`src/design/swm_pkg.sv`:
```
// Shared constants and types for the star wildcard matcher.
// Used by swm_cell and star_wildcard_matcher; depends on nothing.
package swm_pkg;

    localparam int MAX_PATTERN = 32;
    localparam int LEN_W       = $clog2(MAX_PATTERN + 1);

    localparam logic [7:0] STAR_BYTE = 8'h2A;
    localparam logic [7:0] DOT_BYTE  = 8'h2E;

    localparam logic OP_PATTERN = 1'b0;
    localparam logic OP_NAME    = 1'b1;

    // Signals handed from one position cell to the next.
    typedef struct packed {
        logic init;   // start-of-name closure reaches this position
        logic adv;    // literal match advances into this position
        logic carry;  // star closure ripples into this position
    } swm_link_t;

endpackage

```
`src/design/swm_cell.sv`:
```
// One pattern position: holds a pattern byte and the active bit for it.
// Depends on swm_pkg.
module swm_cell
    import swm_pkg::*;
(
    input  logic       clk,
    input  logic       rst_n,
    input  logic       wr_en,
    input  logic [7:0] wr_byte,
    input  logic       step,
    input  logic       first,
    input  logic [7:0] name_byte,
    input  logic       en,
    input  swm_link_t  link_in,
    output swm_link_t  link_out,
    output logic       act_next
);

    logic [7:0] store_reg;
    logic       act_reg;
    logic       star;
    logic       hit;
    logic       cur;
    logic       hold;

    always_ff @(posedge clk)
    begin
        if (wr_en)
        begin
            store_reg <= wr_byte;
        end
    end

    always_ff @(posedge clk or negedge rst_n)
    begin
        if (!rst_n)
        begin
            act_reg <= 1'b0;
        end
        else if (step)
        begin
            act_reg <= act_next;
        end
    end

    always_comb
    begin
        star = (store_reg == STAR_BYTE);
        hit  = (store_reg == name_byte);
        // restart from the start-of-name closure on a first byte
        cur  = first ? link_in.init : act_reg;
        hold = cur & en & star;
        act_next = hold | link_in.adv | link_in.carry;
        link_out.init  = link_in.init & en & star;
        link_out.adv   = cur & en & ~star & hit;
        link_out.carry = act_next & en & star;
    end

endmodule

```
`src/design/star_wildcard_matcher.sv`:
```
// Star-only glob matcher: a row of position cells, one request per cycle when not stalled.
// Result: a name byte with last_byte set shows its result in the cycle after acceptance.
// Throughput: one request (pattern or name byte) per cycle while in_stall is low; the star closure ripples
// through the cell row like a carry chain inside that cycle.
// Reset: rst_n clears pattern length, active positions, flags and the output valid;
// the pattern store itself is not cleared. Depends on swm_pkg and swm_cell.
module star_wildcard_matcher
    import swm_pkg::*;
(
    input  logic       clk,
    input  logic       rst_n,
    input  logic       in_valid,
    output logic       in_stall,
    input  logic       opcode,
    input  logic [7:0] byte_value,
    input  logic       first_byte,
    input  logic       last_byte,
    output logic       out_valid,
    input  logic       out_stall,
    output logic       matched,
    output logic       pattern_overflow
);

    // Control state
    logic [LEN_W-1:0] len_reg, len_next;
    logic             ovf_reg, ovf_next;
    logic             hidden_reg, hidden_next;
    logic             act_end_reg;     // active bit of the position past the last cell

    // Output register
    logic             out_valid_reg, out_valid_next;
    logic             matched_reg, matched_next;
    logic             ovf_out_reg, ovf_out_next;

    logic             in_acc;
    logic             pat_acc;
    logic             name_acc;
    logic             store_ok;
    logic [LEN_W-1:0] wr_idx;
    logic             end_hit;

    logic [MAX_PATTERN-1:0] en;
    logic [MAX_PATTERN-1:0] wr_sel;
    logic [MAX_PATTERN:0]   tail;
    logic [MAX_PATTERN:0]   nv;
    swm_link_t              link [0:MAX_PATTERN];

    // Hold the input whenever a result waits and the consumer stalls.
    assign in_stall = out_valid_reg & out_stall;
    assign in_acc   = in_valid & ~in_stall;
    assign pat_acc  = in_acc & (opcode == OP_PATTERN);
    assign name_acc = in_acc & (opcode == OP_NAME);

    // A first pattern byte restarts at slot 0; otherwise append if there is room.
    assign store_ok = first_byte | (len_reg < LEN_W'(MAX_PATTERN));
    assign wr_idx   = first_byte ? '0 : len_reg;

    // Per-position enables: live positions, write select, end-of-pattern marker.
    always_comb
    begin
        for (int i = 0; i < MAX_PATTERN; i++)
        begin
            en[i]     = (len_reg > LEN_W'(i));
            wr_sel[i] = pat_acc & store_ok & (wr_idx == LEN_W'(i));
        end
        for (int i = 0; i <= MAX_PATTERN; i++)
        begin
            tail[i] = (len_reg == LEN_W'(i));
        end
    end

    // Cell 0 always starts active on a new name; nothing flows into it.
    assign link[0] = '{init: 1'b1, adv: 1'b0, carry: 1'b0};

    genvar g;
    generate
        for (g = 0; g < MAX_PATTERN; g++)
        begin : g_cell
            swm_cell u_cell (
                .clk       (clk),
                .rst_n     (rst_n),
                .wr_en     (wr_sel[g]),
                .wr_byte   (byte_value),
                .step      (name_acc),
                .first     (first_byte),
                .name_byte (byte_value),
                .en        (en[g]),
                .link_in   (link[g]),
                .link_out  (link[g+1]),
                .act_next  (nv[g])
            );
        end
    endgenerate

    // The position past the last cell never holds a byte: it only collects.
    assign nv[MAX_PATTERN] = link[MAX_PATTERN].adv | link[MAX_PATTERN].carry;
    assign end_hit         = |(nv & tail);

    always_comb
    begin
        len_next    = len_reg;
        ovf_next    = ovf_reg;
        hidden_next = hidden_reg;
        if (pat_acc)
        begin
            if (store_ok)
            begin
                len_next = wr_idx + LEN_W'(1);
            end
            // drop the byte and flag overflow when the store is full
            ovf_next = ~first_byte & (ovf_reg | ~store_ok);
        end
        if (name_acc && first_byte)
        begin
            hidden_next = (byte_value == DOT_BYTE);
        end
    end

    // Load a result on the last name byte; advance it out when not stalled.
    always_comb
    begin
        out_valid_next = out_valid_reg & out_stall;
        matched_next   = matched_reg;
        ovf_out_next   = ovf_out_reg;
        if (name_acc && last_byte)
        begin
            out_valid_next = 1'b1;
            matched_next   = ~ovf_reg & ~hidden_next & end_hit;
            ovf_out_next   = ovf_reg;
        end
    end

    always_ff @(posedge clk or negedge rst_n)
    begin
        if (!rst_n)
        begin
            len_reg       <= '0;
            ovf_reg       <= 1'b0;
            hidden_reg    <= 1'b0;
            act_end_reg   <= 1'b0;
            out_valid_reg <= 1'b0;
        end
        else
        begin
            len_reg       <= len_next;
            ovf_reg       <= ovf_next;
            hidden_reg    <= hidden_next;
            out_valid_reg <= out_valid_next;
            if (name_acc)
            begin
                act_end_reg <= nv[MAX_PATTERN];
            end
        end
    end

    always_ff @(posedge clk)
    begin
        matched_reg <= matched_next;
        ovf_out_reg <= ovf_out_next;
    end

    assign out_valid        = out_valid_reg;
    assign matched          = matched_reg;
    assign pattern_overflow = ovf_out_reg;

    // The top position bit is only ever set by a full-length pattern path.
    a_end_needs_len: assert property (@(posedge clk) disable iff (!rst_n)
        $rose(act_end_reg) |-> (len_reg == LEN_W'(MAX_PATTERN)))
        else $error("end position active without a full pattern");

    a_len_range: assert property (@(posedge clk) disable iff (!rst_n)
        len_reg <= LEN_W'(MAX_PATTERN))
        else $error("pattern length beyond store depth");

    a_ovf_full: assert property (@(posedge clk) disable iff (!rst_n)
        ovf_reg |-> (len_reg == LEN_W'(MAX_PATTERN)))
        else $error("overflow flag set with room left in store");

    a_no_match_on_ovf: assert property (@(posedge clk) disable iff (!rst_n)
        out_valid_reg |-> !(matched_reg && ovf_out_reg))
        else $error("match reported together with overflow");

    a_hidden_name: assert property (@(posedge clk) disable iff (!rst_n)
        (name_acc && first_byte && last_byte && byte_value == DOT_BYTE) |=> !matched_reg)
        else $error("hidden name reported as match");

endmodule

```
`config.mk`:
```
export PLATFORM = sky130hd
export DESIGN_NAME = star_wildcard_matcher
export DESIGN_NICKNAME = d
export VERILOG_FILES = /design/src/design/swm_pkg.sv /design/src/design/swm_cell.sv /design/src/design/star_wildcard_matcher.sv
export SDC_FILE = /design/constraint.sdc
export NUM_CORES = 1
export LEC_CHECK = 0
export ABC_AREA = 1
export ABC_CLOCK_PERIOD_IN_PS = 14400
export BUFFER_PORTS_ARGS = -buffer_cell sky130_fd_sc_hd__buf_2
export CAP_MARGIN = 5
export CORE_MARGIN = 4
export CORE_UTILIZATION = 58
export DETAILED_ROUTE_END_ITERATION = 7
export PLACE_DENSITY = 0.79
export SKIP_CTS_REPAIR_TIMING = 1
export SLEW_MARGIN = 20
export SYNTH_ARGS = -nofsm -noshare
export SYNTH_HDL_FRONTEND = slang
export SYNTH_HIERARCHICAL = 1
export SYNTH_SLANG_ARGS = --single-unit
```
`constraint.sdc`:
```
create_clock -name clk -period 14.4 [get_ports clk]
set_clock_uncertainty 0.2 [all_clocks]
set_input_delay 0 -clock clk [delete_from_list [all_inputs] [get_ports clk]]
set_output_delay 0 -clock clk [all_outputs]
set_load 0.01 [all_outputs]
```
* Word level (Yosys, flattened, before mapping)
Index checks and enable logic that the tools add are counted.
** Storage, ports and cells
- Bits in registers :: 299
- Bits in latches :: 0
- Bits in writable memories :: 0
- Bits in read-only memories :: 0
- Input bits :: 15
- Output and inout port bits :: 4
- Word-level logic and storage cells :: 670
- Memories kept :: 0
** Operators by class
- Add/sub/neg operators :: 1
- Multiply operators :: 0
- Divide/modulo/power cells :: 0
- $lt $le $gt $ge :: 33
- Equality and inequality tests :: 128
- Shifts and indexed selects :: 0
- Muxes and demuxes :: 35
- Bitwise gates (word level) :: 397
- Reductions and logical operators :: 6
** Operators by type and width (number)
- $and 1x1->1 :: 293
- $eq 8x6->1 const B :: 33
- $eq 8x8->1 :: 32
- $eq 6x5->1 const B :: 32
- $eq 6x4->1 const B :: 16
- $gt 6x5->1 const B :: 16
- $or 1x1->1 :: 65
- $eq 6x3->1 const B :: 8
- $gt 6x4->1 const B :: 8
- $not 1->1 :: 38
- $mux 1 :: 34
- $and 33x33->33 :: 1
- $reduce_or 33->1 :: 1
- $eq 6x2->1 const B :: 4
- $gt 6x3->1 const B :: 4
- $eq 6x1->1 const B :: 2
- $gt 6x1->1 const B :: 2
- $gt 6x2->1 const B :: 2
- $logic_not 6->1 :: 2
- $add 6x1->6 const B :: 1
- $eq 6x6->1 const B :: 1
- $lt 6x6->1 const B :: 1
- $mux 6 :: 1
- $logic_and 1x1->1 :: 2
- $reduce_and 2->1 :: 1

* Logic depth before layout (Yosys ltp)
- Depth after elaboration :: 103
- Depth in mapped cells :: 111
- Mapped depth without buffers :: 110

* Cells and area by module
The synthesis kept the hierarchy.
** By module, submodules not included
- swm_cell :: times used 32, cells each 72, area an instance 549.3 um2, seq. area each 265.3 um2
- star_wildcard_matcher :: times used 1, cells each 294, area an instance 1555.2 um2, seq. area each 285.3 um2

* Worst setup path before layout
No wires, ideal clock.
- Kind :: register to register
- Start :: reg len_reg[3]
- End :: reg matched_reg, in the netlist matched, data pin
- Setup time :: 257 ps
- Arrival :: 14644 ps
- Required time :: 13943 ps
- Slack :: -701 ps
- Stages on the path, launching flop included :: 111
- Path buffers :: 1
- Period minus slack after synthesis :: 15101 ps
- Cell sequence :: dfrtp_1 buf_4 inv_2 nand2_1 nor2_1 nand2_1 nand2_1 nor2_1 nand2_1 nor2_1 or2_1 o211ai_1 inv_1 or2_1 o211ai_1 inv_1 or2_1 o211ai_1 [75 not listed] inv_1 or2_1 o211ai_1 inv_1 or2_1 o211ai_1 inv_1 or2_1 o211ai_1 inv_1 nor2_1 nor2_1 nand2_1 nand2_1 nor2_1 nand2_1 nor2_1 a21oi_1
** RTL lines
- start: declaration :: RTL line star_wildcard_matcher.sv:25 : logic [LEN_W-1:0] len_reg, len_next;
- start signal: assignment :: RTL line star_wildcard_matcher.sv:145 : len_reg <= len_next;
- end signal: assignment :: RTL line star_wildcard_matcher.sv:158 : matched_reg <= matched_next;
- end: declaration :: RTL line star_wildcard_matcher.sv:32 : logic matched_reg, matched_next;

==> results.toml <==
[sta]
fin_crit_sh_pct = 111
maxSlewViolCount = 0
slew_headroom_pct = 34.4
hold_ws_ns = -0.0700
fmax_mhz = 62.8
rsz0062_at_grt = "yes"
tightestPinTransition_ns = 0.981
hold_violations = 1
setup_violations = 4
fin_crit_ns = 15.92
worst_slack_ns = -1.52

[floorplanning]
chipWidth_um = 190
die_area_sq_um = 35900
io_pins = 19
chipHeight_um = 190
start_util_pct = 58.8
num_rows = 66
core_area_sq_um = 32500

[run_status]
violations = "DRC, hold timing, setup timing"
status = "finished with violations"

[worst_setup_path]
cp-end-kind = "flop"
crit_required_ns = 14.52
startpoint_type = "flop"
r2r-start = "len_reg[5]"
crit_fanout = 4
critPathTopFamily = "simple AND/OR/NAND/NOR gates"
cp_num_buf_inv = 32
reg2reg_to = "matched"
worst_path_max_delay_cell = "dfrtp_2"
cp-startpoint = "len_reg[5]"
cpPeakStageDelay_ns = 0.44
cp.arrival_ns = 16.04
ff2ff_path_depth = 109
path_class = "reg -> reg"
rrSetupSlack_ns = -1.52

[pwr]
total_power_mw = 1.96
switchingPower_uw = 488
leakagePower_nw = 10.4
irDropWorstVdd_uv = 107
p_comb_share_pct = 11.2
p_clk_share_pct = 40.2
p_per_area_nw_per_um2 = 90.7
p_sw_share_pct = 24.9
seqPwrFrac_pct = 48.5
p_int_mw = 1.48

[cts]
cts_sinks = 299
cts_tree = "built"
cts_root_buffer = "clkbuf_16"
insertion_delay_ns = 0.57
numCtsBuffers = 31
h-tree-depth = 1
clock_path_buffers = 3
clk_pin_slew_worst_paths_ns = 0.06

[drt]
first_pass_iters = 8
routed_wl_um = 49300
vias = 16401
postRouteAntennaNets = 0
post_drt_wl_per_cell_um = 15.4
via_per_inst = 5.12
drc = 2
dr.first_iter.drc_count = 1606

[synth]
syn_area_per_cell_sq_um = 7.37
netlist_instances = 2596
synth_area_sq_um = 19100
ys_warn_count = 6

[hold_path]
min_to = "g_cell[1].u_cell/act_reg"
worstHoldStart = "first_byte"
min_path_cells = 9
hold_class = "in -> reg"

[job]
cap_violations = 0

[place]
port_buffers = 18
gp_congestion = 0.971
dp_hpwl_um = 33400
place_ws_ns = -1.23

[cells_and_area]
nFillCells = 2649
antenna_cells = 0
largest_register_ffs = 256
final_layout_size_suffix_gt1_share_pct = 13.4
areaGrowthSynthToFinish_pct = 13.2
final_nets = 2759
fin_util_pct = 66.6

[global_route]
grt_pass1_wl_um = 76000
grt_pass1_vias = 15646
track_usage_pct = 25.8
grt_max_degree = 71
antenna_found_initial = 0
overflow = 0
==> layout make-up <==
cell class	instances	area, sq um	share of cell area (%)
repair buffers	117	937	4.33
multi-input cells	1706	8190	37.8
clock buffers	41	833	3.85
flip-flops and latches	299	8770	40.5
well taps	442	553	2.55
inverters	585	2210	10.2
clock inverters	16	161	0.745
==> through the flow <==
| step | setup TNS, ns | area (sq um) | cells |
|---|---|---|---|
| floorplan | -0.0432 | 19200 | 2598 |
| global placement | -1.61 | 20300 | 3118 |
| detailed placement | -1.96 | 20300 | 3118 |
| CTS | -2.62 | 21300 | 3175 |
| global route | -9.26 | 21700 | 3206 |
| finish | -3.02 | 21700 | 3206 |
==> power groups by stage <==
stage          clock, mW  sequential (mW)  combinational, mW
3_3_place_gp           0            0.971              0.198
6_report           0.791            0.954              0.221
4_1_cts            0.798            0.953              0.206
3_5_place_dp           0            0.971              0.204
2_1_floorplan          0            0.972              0.102
5_1_grt            0.839            0.954              0.241
==> per-layer routing <==
| layer | GRT usage, % | part of all wire (%) | vias up |
|---|---|---|---|
| met1 | 33.5 | 40 | 7596 |
| met2 | 45.4 | 49 | 630 |
| met4 | 8.07 | 3.2 | 0 |
| li1 | - | - | 8048 |
| met5 | 0 | 0 | - |
| met3 | 3.28 | 8.1 | 127 |
==> worst min-delay path: cells and delay by family <==
family | cells | cell delay, ns
buf+inv | 2 | 0.25
simple gates | 7 | 0.40
==> worst max path at each step <==
stage,cells after the start,to,slack [ns]
after detailed placement,109,matched,-1.23
after CTS,109,matched,-1.45
after global routing,109,matched,-2.92
after global placement,109,matched,-1.13
final,109,matched,-1.52
after floorplan,110,matched,-0.04
==> cell usage in the layout (no fill, tap or decap), types with 7 or more instances in the layout <==
| master | instances |
|---|---|
| buf_2 | 9 |
| buf_4 | 84 |
| clkbuf_1 | 8 |
| clkbuf_16 | 31 |
| clkinv_2 | 8 |
| dfrtp_1 | 40 |
| dlygate4sd3_1 | 21 |
| edfxtp_1 | 258 |
| inv_1 | 543 |
| inv_2 | 39 |
| nand2_1 | 832 |
| nand2_2 | 100 |
| nand3_1 | 27 |
| nand4_1 | 40 |
| nor2_1 | 357 |
| nor2_2 | 7 |
| nor2_4 | 33 |
| o211ai_1 | 32 |
| o21ai_0 | 23 |
| o21ai_1 | 32 |
| or2_1 | 31 |
| or2_2 | 33 |
| xnor2_1 | 128 |
No activity file was read; power rests on OpenSTA's default activity.
